===== config.mk =====
export PLATFORM = sky130hd
export DESIGN_NAME = query_retry_timeout_tracker
export DESIGN_NICKNAME = d
export VERILOG_FILES = /design/src/hw/rtl/qrt_pkg.sv /design/src/hw/rtl/qrt_ram.sv /design/src/hw/rtl/query_retry_timeout_tracker.sv
export VERILOG_INCLUDE_DIRS = /design/src /design/src/hw/rtl
export SDC_FILE = /design/constraint.sdc
export NUM_CORES = 2
export LEC_CHECK = 0
export BUFFER_PORTS_ARGS = -buffer_cell sky130_fd_sc_hd__buf_2
export CELL_PAD_IN_SITES_DETAIL_PLACEMENT = 1
export CELL_PAD_IN_SITES_GLOBAL_PLACEMENT = 1
export CORE_ASPECT_RATIO = 0.6
export CORE_MARGIN = 3
export CORE_UTILIZATION = 53
export CTS_CLUSTER_DIAMETER = 200
export DETAILED_ROUTE_END_ITERATION = 8
export HOLD_SLACK_MARGIN = 0.15
export PLACE_DENSITY = 0.8
export SETUP_SLACK_MARGIN = 0.4
export SLEW_MARGIN = 20
export SYNTH_ARGS = -nofsm -noshare
export SYNTH_HDL_FRONTEND = slang
export SYNTH_SLANG_ARGS = --single-unit

===== constraint.sdc =====
create_clock -name clk_i -period 11.56 [get_ports clk_i]
set_input_delay 1.156 -clock clk_i [delete_from_list [all_inputs] [get_ports clk_i]]
set_output_delay 1.156 -clock clk_i [all_outputs]
set_load 0.03 [all_outputs]

===== src/hw/rtl/query_retry_timeout_tracker_macros.svh =====
// Assertion macros for the query retry timeout tracker.
// Included by query_retry_timeout_tracker.sv, which carries concurrent checks; no other dependencies.
`ifndef QUERY_RETRY_TIMEOUT_TRACKER_MACROS_SVH
`define QUERY_RETRY_TIMEOUT_TRACKER_MACROS_SVH

`ifndef SYNTH
// same-cycle implication
`define QRT_ASSERT_IMP(lbl, clk, rst_n, ante, cons, msg) \
  lbl: assert property (@(posedge clk) disable iff (!rst_n) (ante) |-> (cons)) \
    else $error(msg);
// next-cycle implication
`define QRT_ASSERT_NXT(lbl, clk, rst_n, ante, cons, msg) \
  lbl: assert property (@(posedge clk) disable iff (!rst_n) (ante) |=> (cons)) \
    else $error(msg);
`else
`define QRT_ASSERT_IMP(lbl, clk, rst_n, ante, cons, msg)
`define QRT_ASSERT_NXT(lbl, clk, rst_n, ante, cons, msg)
`endif

`endif


===== src/hw/rtl/qrt_pkg.sv =====
// Shared types and constants for the query retry timeout tracker.
// No dependencies.
`timescale 1ns / 1ps

package qrt_pkg;

  localparam logic [15:0] SERVER_PORT = 16'd53;

  // configuration register indexes
  localparam logic [1:0] CFG_SERVER_ADDR = 2'd0;
  localparam logic [1:0] CFG_TIMEOUT     = 2'd1;
  localparam logic [1:0] CFG_RETRY_LIMIT = 2'd2;

  localparam logic [15:0] TIMEOUT_RESET = 16'd2000;
  localparam logic [3:0]  RETRY_RESET   = 4'd3;

  typedef enum logic [1:0] {
    REQ_ISSUE    = 2'd0,
    REQ_RESPONSE = 2'd1,
    REQ_TICK     = 2'd2,
    REQ_ICMP     = 2'd3
  } req_e;

  typedef enum logic [2:0] {
    EV_ISSUED    = 3'd0,
    EV_FULL      = 3'd1,
    EV_DELIVERED = 3'd2,
    EV_IGNORED   = 3'd3,
    EV_RESEND    = 3'd4,
    EV_FAILED    = 3'd5
  } event_e;

  typedef enum logic [1:0] {
    ST_IDLE,
    ST_WALK,
    ST_FINISH
  } state_e;

  typedef struct packed {
    logic [15:0] id;
    logic [15:0] kind;
    logic [31:0] sent_at;
    logic [3:0]  retries;
  } slot_t;

  typedef struct packed {
    event_e      code;
    logic [15:0] id;
    logic [15:0] kind;
    logic [3:0]  retries;
  } res_t;

endpackage


===== src/hw/rtl/qrt_ram.sv =====
// Generic single-write, single-read RAM with registered read data.
// No dependencies.
`timescale 1ns / 1ps

module qrt_ram #(
  parameter int WIDTH = 8,
  parameter int DEPTH = 16
) (
  input  logic                                   clk_i,
  input  logic                                   we_i,
  input  logic [((DEPTH > 1) ? $clog2(DEPTH) : 1)-1:0] waddr_i,
  input  logic [WIDTH-1:0]                       wdata_i,
  input  logic                                   re_i,
  input  logic [((DEPTH > 1) ? $clog2(DEPTH) : 1)-1:0] raddr_i,
  output logic [WIDTH-1:0]                       rdata_o
);

  logic [WIDTH-1:0] mem_q [DEPTH];
  logic [WIDTH-1:0] rdata_q;

  always_ff @(posedge clk_i) begin
    if (we_i) begin
      mem_q[waddr_i] <= wdata_i;
    end
    if (re_i) begin
      rdata_q <= mem_q[raddr_i];
    end
  end

  assign rdata_o = rdata_q;

endmodule


===== src/hw/rtl/query_retry_timeout_tracker.sv =====
// Query retry timeout tracker: pending name queries in a slot RAM (qrt_pkg, qrt_ram, macros).
// A walked item holds busy while every slot is read and processed, then through a drain step and
// the finish state; a new item is accepted only when busy is low. A response or ICMP error that
// needs no walk goes straight to the finish state. Results: at most one per cycle, never
// stalled; the last one appears in the same cycle as busy drops.
// Reset (async, active low) empties the table, zeroes the id counter and loads config defaults.
`timescale 1ns / 1ps
`include "query_retry_timeout_tracker_macros.svh"

module query_retry_timeout_tracker #(
  parameter int SLOT_COUNT = 16
) (
  input  logic        clk_i,
  input  logic        rst_ni,
  // command channel
  input  logic        start_i,
  output logic        busy_o,
  input  logic [1:0]  req_type_i,
  input  logic [31:0] now_time_i,
  input  logic [15:0] record_kind_i,
  input  logic [15:0] reply_id_i,
  input  logic        parse_ok_i,
  input  logic [31:0] peer_address_i,
  input  logic [15:0] peer_port_i,
  // configuration write channel
  input  logic        cfg_valid_i,
  output logic        cfg_ready_o,
  input  logic [1:0]  cfg_index_i,
  input  logic [31:0] cfg_data_i,
  // results
  output logic        result_valid_o,
  output logic [2:0]  event_code_o,
  output logic [15:0] query_id_o,
  output logic [15:0] query_kind_o,
  output logic [3:0]  retry_count_o,
  output logic        last_result_o
);

  import qrt_pkg::*;

  localparam int IW = (SLOT_COUNT > 1) ? $clog2(SLOT_COUNT) : 1;
  localparam logic [IW-1:0] LAST_IDX = IW'(SLOT_COUNT - 1);
  localparam int SLOT_W = $bits(slot_t);

  // configuration
  logic [31:0] server_q;
  logic [15:0] timeout_q;
  logic [3:0]  limit_q;

  // control
  state_e state_q, state_d;
  logic [IW-1:0] rd_idx_q, rd_idx_d;
  logic rd_done_q, rd_done_d;
  logic p_vld_q, p_vld_d;
  logic [IW-1:0] p_idx_q, p_idx_d;
  logic [SLOT_COUNT-1:0] valid_q, valid_d;
  logic [15:0] next_id_q, next_id_d;

  // per-walk search state
  logic match_fnd_q, match_fnd_d;
  logic [IW-1:0] match_idx_q, match_idx_d;
  logic free_fnd_q, free_fnd_d;
  logic [IW-1:0] free_idx_q, free_idx_d;
  logic hit_fnd_q, hit_fnd_d;

  // captured transaction
  req_e        op_q;
  logic [31:0] op_now_q;
  logic [15:0] op_kind_q;
  logic [15:0] op_rid_q;
  logic        op_srv_q;

  // one-deep hold so the final result of a walk can be flagged last
  logic hold_vld_q, hold_vld_d;
  res_t hold_q, hold_d;

  // output register
  logic out_vld_q, out_vld_d;
  res_t out_q, out_d;
  logic out_last_q, out_last_d;

  // RAM port
  logic          ram_we, ram_re;
  logic [IW-1:0] ram_waddr, ram_raddr;
  slot_t         ram_wdata, rd_slot;
  logic [SLOT_W-1:0] ram_rdata;

  // datapath helpers
  logic        accept;
  logic        from_srv;
  logic        need_walk;
  logic        slot_v;
  logic [31:0] age;
  logic        new_vld;
  res_t        new_res;
  logic        fin_vld;
  res_t        fin_res;
  logic [IW-1:0] pick;

  assign accept    = start_i && (state_q == ST_IDLE);
  assign from_srv  = (peer_address_i == server_q) && (peer_port_i == SERVER_PORT);
  assign rd_slot   = slot_t'(ram_rdata);
  assign slot_v    = valid_q[p_idx_q];
  assign age       = op_now_q - rd_slot.sent_at;
  assign pick      = match_fnd_q ? match_idx_q : free_idx_q;

  always_comb begin
    case (req_e'(req_type_i))
      REQ_ISSUE:    need_walk = 1'b1;
      REQ_RESPONSE: need_walk = from_srv && parse_ok_i;
      REQ_TICK:     need_walk = 1'b1;
      REQ_ICMP:     need_walk = from_srv;
      default:      need_walk = 1'b1;
    endcase
  end

  qrt_ram #(
    .WIDTH(SLOT_W),
    .DEPTH(SLOT_COUNT)
  ) u_slot_ram (
    .clk_i  (clk_i),
    .we_i   (ram_we),
    .waddr_i(ram_waddr),
    .wdata_i(ram_wdata),
    .re_i   (ram_re),
    .raddr_i(ram_raddr),
    .rdata_o(ram_rdata)
  );

  // Walk: read slot k while slot k-1's data is processed. A write-back only
  // targets the slot under processing, never the one being read, so the two
  // never collide within a walk; items are serialized, so none across walks.
  always_comb begin
    state_d     = state_q;
    rd_idx_d    = rd_idx_q;
    rd_done_d   = rd_done_q;
    p_vld_d     = 1'b0;
    p_idx_d     = rd_idx_q;
    valid_d     = valid_q;
    next_id_d   = next_id_q;
    match_fnd_d = match_fnd_q;
    match_idx_d = match_idx_q;
    free_fnd_d  = free_fnd_q;
    free_idx_d  = free_idx_q;
    hit_fnd_d   = hit_fnd_q;
    hold_vld_d  = hold_vld_q;
    hold_d      = hold_q;
    out_vld_d   = 1'b0;
    out_d       = out_q;
    out_last_d  = 1'b0;
    ram_re      = 1'b0;
    ram_raddr   = rd_idx_q;
    ram_we      = 1'b0;
    ram_waddr   = p_idx_q;
    ram_wdata   = rd_slot;
    new_vld     = 1'b0;
    new_res     = '{code: EV_IGNORED, id: '0, kind: '0, retries: '0};
    fin_vld     = 1'b0;
    fin_res     = '{code: EV_IGNORED, id: '0, kind: '0, retries: '0};

    case (state_q)
      ST_IDLE: begin
        if (accept) begin
          rd_idx_d    = '0;
          rd_done_d   = 1'b0;
          match_fnd_d = 1'b0;
          free_fnd_d  = 1'b0;
          hit_fnd_d   = 1'b0;
          state_d     = need_walk ? ST_WALK : ST_FINISH;
        end
      end

      ST_WALK: begin
        if (!rd_done_q) begin
          ram_re   = 1'b1;
          p_vld_d  = 1'b1;
          rd_idx_d = rd_idx_q + IW'(1);
          if (rd_idx_q == LAST_IDX) begin
            rd_done_d = 1'b1;
          end
        end

        if (p_vld_q) begin
          case (op_q)
            REQ_ISSUE: begin
              // an entry still pending under the next id wins over a free slot
              if (slot_v && (rd_slot.id == next_id_q) && !match_fnd_q) begin
                match_fnd_d = 1'b1;
                match_idx_d = p_idx_q;
              end
              if (!slot_v && !free_fnd_q) begin
                free_fnd_d = 1'b1;
                free_idx_d = p_idx_q;
              end
            end
            REQ_RESPONSE: begin
              if (slot_v && (rd_slot.id == op_rid_q) && !hit_fnd_q) begin
                hit_fnd_d        = 1'b1;
                valid_d[p_idx_q] = 1'b0;
                new_vld          = 1'b1;
                new_res          = '{code: EV_DELIVERED, id: rd_slot.id,
                                     kind: rd_slot.kind, retries: rd_slot.retries};
              end
            end
            REQ_TICK: begin
              if (slot_v && (age > {16'd0, timeout_q})) begin
                new_vld = 1'b1;
                if (rd_slot.retries >= limit_q) begin
                  valid_d[p_idx_q] = 1'b0;
                  new_res = '{code: EV_FAILED, id: rd_slot.id,
                              kind: rd_slot.kind, retries: rd_slot.retries};
                end else begin
                  ram_we            = 1'b1;
                  ram_wdata.sent_at = op_now_q;
                  ram_wdata.retries = rd_slot.retries + 4'd1;
                  new_res = '{code: EV_RESEND, id: rd_slot.id,
                              kind: rd_slot.kind, retries: rd_slot.retries + 4'd1};
                end
              end
            end
            REQ_ICMP: begin
              if (slot_v) begin
                valid_d[p_idx_q] = 1'b0;
                new_vld          = 1'b1;
                new_res          = '{code: EV_FAILED, id: rd_slot.id,
                                     kind: rd_slot.kind, retries: rd_slot.retries};
              end
            end
            default: ;
          endcase
        end

        // a new result pushes the held one out, not marked last
        if (new_vld) begin
          if (hold_vld_q) begin
            out_vld_d = 1'b1;
            out_d     = hold_q;
          end
          hold_vld_d = 1'b1;
          hold_d     = new_res;
        end

        if (rd_done_q && !p_vld_q) begin
          state_d = ST_FINISH;
        end
      end

      ST_FINISH: begin
        case (op_q)
          REQ_ISSUE: begin
            fin_vld = 1'b1;
            if (match_fnd_q || free_fnd_q) begin
              ram_we        = 1'b1;
              ram_waddr     = pick;
              ram_wdata     = '{id: next_id_q, kind: op_kind_q,
                                sent_at: op_now_q, retries: '0};
              valid_d[pick] = 1'b1;
              next_id_d     = next_id_q + 16'd1;
              fin_res = '{code: EV_ISSUED, id: next_id_q, kind: op_kind_q, retries: '0};
            end else begin
              fin_res = '{code: EV_FULL, id: next_id_q, kind: op_kind_q, retries: '0};
            end
          end
          REQ_RESPONSE: begin
            if (!hit_fnd_q) begin
              fin_vld = 1'b1;
              fin_res = '{code: EV_IGNORED, id: op_rid_q, kind: '0, retries: '0};
            end
          end
          REQ_ICMP: begin
            // error from anyone else: one ignored result, table untouched
            if (!op_srv_q) begin
              fin_vld = 1'b1;
            end
          end
          REQ_TICK: ;
          default: ;
        endcase

        if (fin_vld) begin
          out_vld_d  = 1'b1;
          out_d      = fin_res;
          out_last_d = 1'b1;
        end else if (hold_vld_q) begin
          out_vld_d  = 1'b1;
          out_d      = hold_q;
          out_last_d = 1'b1;
        end
        hold_vld_d = 1'b0;
        state_d    = ST_IDLE;
      end

      default: begin
        state_d = ST_IDLE;
      end
    endcase
  end

  // control state
  always_ff @(posedge clk_i or negedge rst_ni) begin
    if (!rst_ni) begin
      state_q     <= ST_IDLE;
      rd_idx_q    <= '0;
      rd_done_q   <= 1'b0;
      p_vld_q     <= 1'b0;
      valid_q     <= '0;
      next_id_q   <= '0;
      match_fnd_q <= 1'b0;
      free_fnd_q  <= 1'b0;
      hit_fnd_q   <= 1'b0;
      hold_vld_q  <= 1'b0;
      out_vld_q   <= 1'b0;
      server_q    <= '0;
      timeout_q   <= TIMEOUT_RESET;
      limit_q     <= RETRY_RESET;
    end else begin
      state_q     <= state_d;
      rd_idx_q    <= rd_idx_d;
      rd_done_q   <= rd_done_d;
      p_vld_q     <= p_vld_d;
      valid_q     <= valid_d;
      next_id_q   <= next_id_d;
      match_fnd_q <= match_fnd_d;
      free_fnd_q  <= free_fnd_d;
      hit_fnd_q   <= hit_fnd_d;
      hold_vld_q  <= hold_vld_d;
      out_vld_q   <= out_vld_d;
      if (cfg_valid_i) begin
        case (cfg_index_i)
          CFG_SERVER_ADDR: server_q  <= cfg_data_i;
          CFG_TIMEOUT:     timeout_q <= cfg_data_i[15:0];
          CFG_RETRY_LIMIT: limit_q   <= cfg_data_i[3:0];
          default: ;
        endcase
      end
    end
  end

  // payload
  always_ff @(posedge clk_i) begin
    p_idx_q     <= p_idx_d;
    match_idx_q <= match_idx_d;
    free_idx_q  <= free_idx_d;
    hold_q      <= hold_d;
    out_q       <= out_d;
    out_last_q  <= out_last_d;
    if (accept) begin
      op_q      <= req_e'(req_type_i);
      op_now_q  <= now_time_i;
      op_kind_q <= record_kind_i;
      op_rid_q  <= reply_id_i;
      op_srv_q  <= from_srv;
    end
  end

  assign busy_o         = (state_q != ST_IDLE);
  assign cfg_ready_o    = 1'b1;
  assign result_valid_o = out_vld_q;
  assign event_code_o   = out_q.code;
  assign query_id_o     = out_q.id;
  assign query_kind_o   = out_q.kind;
  assign retry_count_o  = out_q.retries;
  assign last_result_o  = out_last_q;

  `QRT_ASSERT_NXT(a_accept_busy, clk_i, rst_ni, start_i && !busy_o, busy_o,
                  "accept did not raise busy")
  `QRT_ASSERT_IMP(a_last_after_finish, clk_i, rst_ni, out_vld_q && out_last_q,
                  $past(state_q) == ST_FINISH, "last result outside finish")
  `QRT_ASSERT_IMP(a_hold_empty_idle, clk_i, rst_ni, state_q == ST_IDLE, !hold_vld_q,
                  "held result left over when idle")
  `QRT_ASSERT_IMP(a_no_rw_collision, clk_i, rst_ni, ram_we && ram_re, ram_waddr != ram_raddr,
                  "slot write and read collide")

endmodule

==> summary.md <==
| Metric | Value |
|---|---|
| Drt pass-1 iters | `6` |
| Max Slew Vio Count | `0` |
| Placer Congestion | `roughly 0.92` |
| Top-count cell post-synth | `edfxtp_1` |
| Post-Syn Nets | `3813` |
| Synthesized area | `0.0588 sq mm` |
| Tightest Pin Transition | `between 1 and 1.5 ns` |
| First-pass GRT wire length | `249 mm` |
| Synth top area share | `between 60% and 70%` |
| Rows | `93` |
| Status | `complete, no violations` |
| Die footprint | `0.115 sq mm` |
| Share of cells above drive strength 1 | `around a fifth` |
| RSZ-0062 raised after global routing | `no` |
| Fin crit share | `between 60 and 70%` |
| Chip Height | `around 260 um` |
| Max clock buf depth | `3` |
| Clock power share | `29.5%` |
| GRT overflow | `0` |
| Total CTS buffers | `between 100 and 150` |
| Post-CTS sizing | `0` |
| Max Cap Viol | `0` |
| Area of the multi-input gates | `0.0159 sq mm` |
| Register area share after synthesis | `71.2%` |
| Tmin final | `7.94 ns` |
| Die width | `436 um` |
| DRT antenna net count | `0` |
| Top post-synthesis cells by count | `edfxtp_1, mux2i_1, nand2_1` |
| Count of final hold-check violations | `0` |
| Initial antenna violation count | `4` |
| Leakage | `22.0 nW` |
| Initial Util | `between 50% and 60%` |
| FMAX | `approximately 130 MHz` |
| CP endpoint kind | `register` |
| WL/cell | `around 31 um` |
| Final Net Count | `4019` |
| Finished Layout Cells | `between 5000 and 6000` |
| Class of the worst hold path | `input port to asynchronous set/reset pin` |
| I/O Pins | `approximately 200` |
| Largest net degree at the start of global routing | `134` |
| Vias in the first global route | `roughly 37000` |
| CTS tree | `done` |
| Seq. cell area | `0.0419 sq mm` |
| Top post-synthesis cells by area | `edfxtp_1, mux4_2, mux2i_1` |
| Post-synth EDFFs | `1309` |
| Hold buffer count at cts | `0` |
| Port bufs | `194` |
| Post-CTS Setup Repair Bufs | `0` |
| Fillers | `9785` |
| Root Driver | `clkbuf_16` |
| DRC | `0` |
| Reg clk slew, reported paths | `about 0.070 ns` |
| Worst Setup Path Type | `register to register` |
| Worst skew pair latency | `0.77 ns` |
| Net Sw Power | `4.56 mW` |
| Reg2reg setup slack | `roughly 3.6 ns` |
| Origin of the critical flop-to-flop path | `u_slot_ram.rdata_o[7]` |
| Fin util | `60.6%` |
| Detailed Route Iter0 Violations | `4522` |
| Detailed Route WL | `168 mm` |
| WP data required | `11.93 ns` |
| GRT Total Usage | `between 20% and 30%` |
| Post-synth top flop | `edfxtp_1` |
| Post-Syn Instances | `approximately 3600` |
| Placed Cells incl. Taps | `approximately 5000` |
| DR vias/cell | `6.49` |
| Worst clock skew | `0.0466 ns` |
| Synthesized area per cell | `16.3 sq um` |
| Area leader, netlist | `edfxtp_1` |
| Core Box Area | `0.109 sq mm` |
| Comb power frac | `25.2%` |
| CP Max Fanout | `48` |
| CP arrival | `8.31 ns` |
| CP Launch Type | `register` |
| Setup violators final | `0` |
| H-tree depth | `4` |
| Internal Power | `10.2 mW` |
| Power density over the cells | `224 mW/mm^2` |
| FF-to-FF path depth | `25` |
| Placed cell areas | `0.0615 sq mm` |
| Synth Register Bits | `1411` |
| Clk sink count | `between 1000 and 1500` |
| TNS Setup | `0 ns` |
| Hpwl dp | `103 mm` |
| Peak supply drop | `approximately 0.22 mV` |
| Sw frac | `31.0%` |
| Final Cell Area | `roughly 0.066 sq mm` |
| YS warnings | `0` |
| Syn-to-layout area delta | `12.0%` |
| Synth async-reset ratio | `6.87%` |
| Vias | `34900` |
| Count of unique library cells instantiated by Yosys | `83` |
| R2R Path End | `u_slot_ram.mem_q[5][27]` |
| Max-slew headroom | `17.7%` |
| Flop pwr share | `45.2%` |
layer usage:
metal | GRT usage (%) | up-vias | part of all wire [%]
met2 | 46.2 | 1672 | 47
met4 | 10.9 | 4 | 3.6
met3 | 4.47 | 308 | 7.5
met1 | 41.2 | 18400 | 41
li1 | - | 14600 | -
met5 | 0 | - | 0.016
flip-flops by register name, indices dropped and copies added, names as in the netlist, 32 cells and up:
name,flops
hold_q,39
op_now_q,32
server_q,32
u_slot_ram.mem_q,1088
u_slot_ram.rdata_o,68
per-stage QoR:
stage / hold slack (ns) / total power, mW / setup WS (ns)
after floorplan: 0.345 / 9.18 / 2.19
after global placement: 0.476 / 10.2 / 4.14
after global routing: 0.402 / 15.3 / 3.33
after CTS: 0.356 / 14.7 / 3.74
after detailed placement: 0.500 / 10.4 / 3.85
final: 0.387 / 14.7 / 3.62
cells by family (layout without fill, tap and decap cells):
group                    count (synthesis)  in the layout  synth area share [%]
AO/OA/AOI/OAI                          664            664                  7.61
multiplexers                           512            512                  12.0
flip-flops                            1411           1411                  71.2
AND/OR/NAND/NOR                        545            545                  4.42
other                                    1              3               0.00638
buffers and inverters                  313            622                  2.10
adder cells (fa/ha/maj)                 58             58                  1.25
XOR/XNOR                                98             98                  1.46
placed cells by master, fill, tap and decap left out, drive strengths merged, types with 6 or more instances in the layout:
| cell | netlist | layout |
|---|---|---|
| xor2 | 57 | 57 |
| nand2 | 247 | 247 |
| o2bb2ai | 32 | 32 |
| dfstp | 8 | 8 |
| bufinv | 0 | 10 |
| o211ai | 9 | 9 |
| nand2b | 16 | 16 |
| o21ai | 202 | 202 |
| and3 | 9 | 9 |
| clkinv | 0 | 49 |
| nor4 | 26 | 26 |
| buf | 60 | 261 |
| a22oi | 78 | 78 |
| inv | 126 | 129 |
| a221oi | 86 | 86 |
| mux2 | 121 | 121 |
| nor3 | 33 | 33 |
| mux4 | 141 | 141 |
| o22ai | 9 | 9 |
| mux2i | 250 | 250 |
| ha | 57 | 57 |
| xnor2 | 41 | 41 |
| a31oi | 8 | 8 |
| and2 | 42 | 42 |
| a21o | 17 | 17 |
| o21a | 11 | 11 |
| edfxtp | 1309 | 1309 |
| clkinvlp | 0 | 7 |
| a31o | 6 | 6 |
| dfrtp | 89 | 89 |
| nand3 | 39 | 39 |
| a21oi | 149 | 149 |
| clkbuf | 127 | 166 |
| nor2 | 70 | 70 |
| nor2b | 6 | 6 |
| nand4 | 25 | 25 |
| and4 | 7 | 7 |
cell type report:
type                       count  area share [%]
tap                         1472            2.80
sequential                  1411            63.6
clock buffer                 166            5.48
clock inverter                69           0.937
antenna                        2         0.00760
multi-input combinational   1878            24.2
inverter                     126           0.720
timing repair buffer         261            2.27
worst max-delay path, stage by stage, from the launching register on:
cell       delay (ns)
edfxtp_1         0.42
inv_1            0.09
ha_1             0.28
and2_1           0.20
a221oi_1         0.56
a21o_1           0.27
nand2_1          0.11
a31o_2           0.28
a21o_1           0.18
a21oi_1          0.17
xnor2_1          0.16
ha_1             0.28
nand4_1          0.16
nor2_1           0.07
a221o_1          0.31
o31a_1           0.34
or4_1            0.58
a2111oi_2        0.28
and4_1           0.41
a21oi_2          0.10
buf_4            0.21
a32oi_4          0.24
buf_4            0.81
nor3_2           0.18
buf_4            0.33
buf_4            0.45
power by group through the flow:
stage          sequential [mW]  clock, mW  combinational, mW
3_5_place_dp              6.76          0               3.62
2_1_floorplan             6.74          0               2.44
6_report                  6.66       4.35               3.71
3_3_place_gp              6.75          0               3.45
5_1_grt                   6.68       4.60               3.98
4_1_cts                   6.66       4.40               3.66
worst max-delay path by stage:
stage | from | endpoint | slack, ns | depth (start not counted)
after floorplan | op_now_q[3] | u_slot_ram.mem_q[4][0] | 2.19 | 21
after global placement | u_slot_ram.rdata_o[7] | u_slot_ram.mem_q[4][34] | 4.14 | 25
after detailed placement | u_slot_ram.rdata_o[7] | u_slot_ram.mem_q[4][31] | 3.85 | 25
after CTS | u_slot_ram.rdata_o[7] | u_slot_ram.mem_q[5][29] | 3.74 | 25
after global routing | u_slot_ram.rdata_o[7] | u_slot_ram.mem_q[5][27] | 3.33 | 25
final | u_slot_ram.rdata_o[7] | u_slot_ram.mem_q[5][27] | 3.62 | 25
Power figures use the tool's default switching activity.
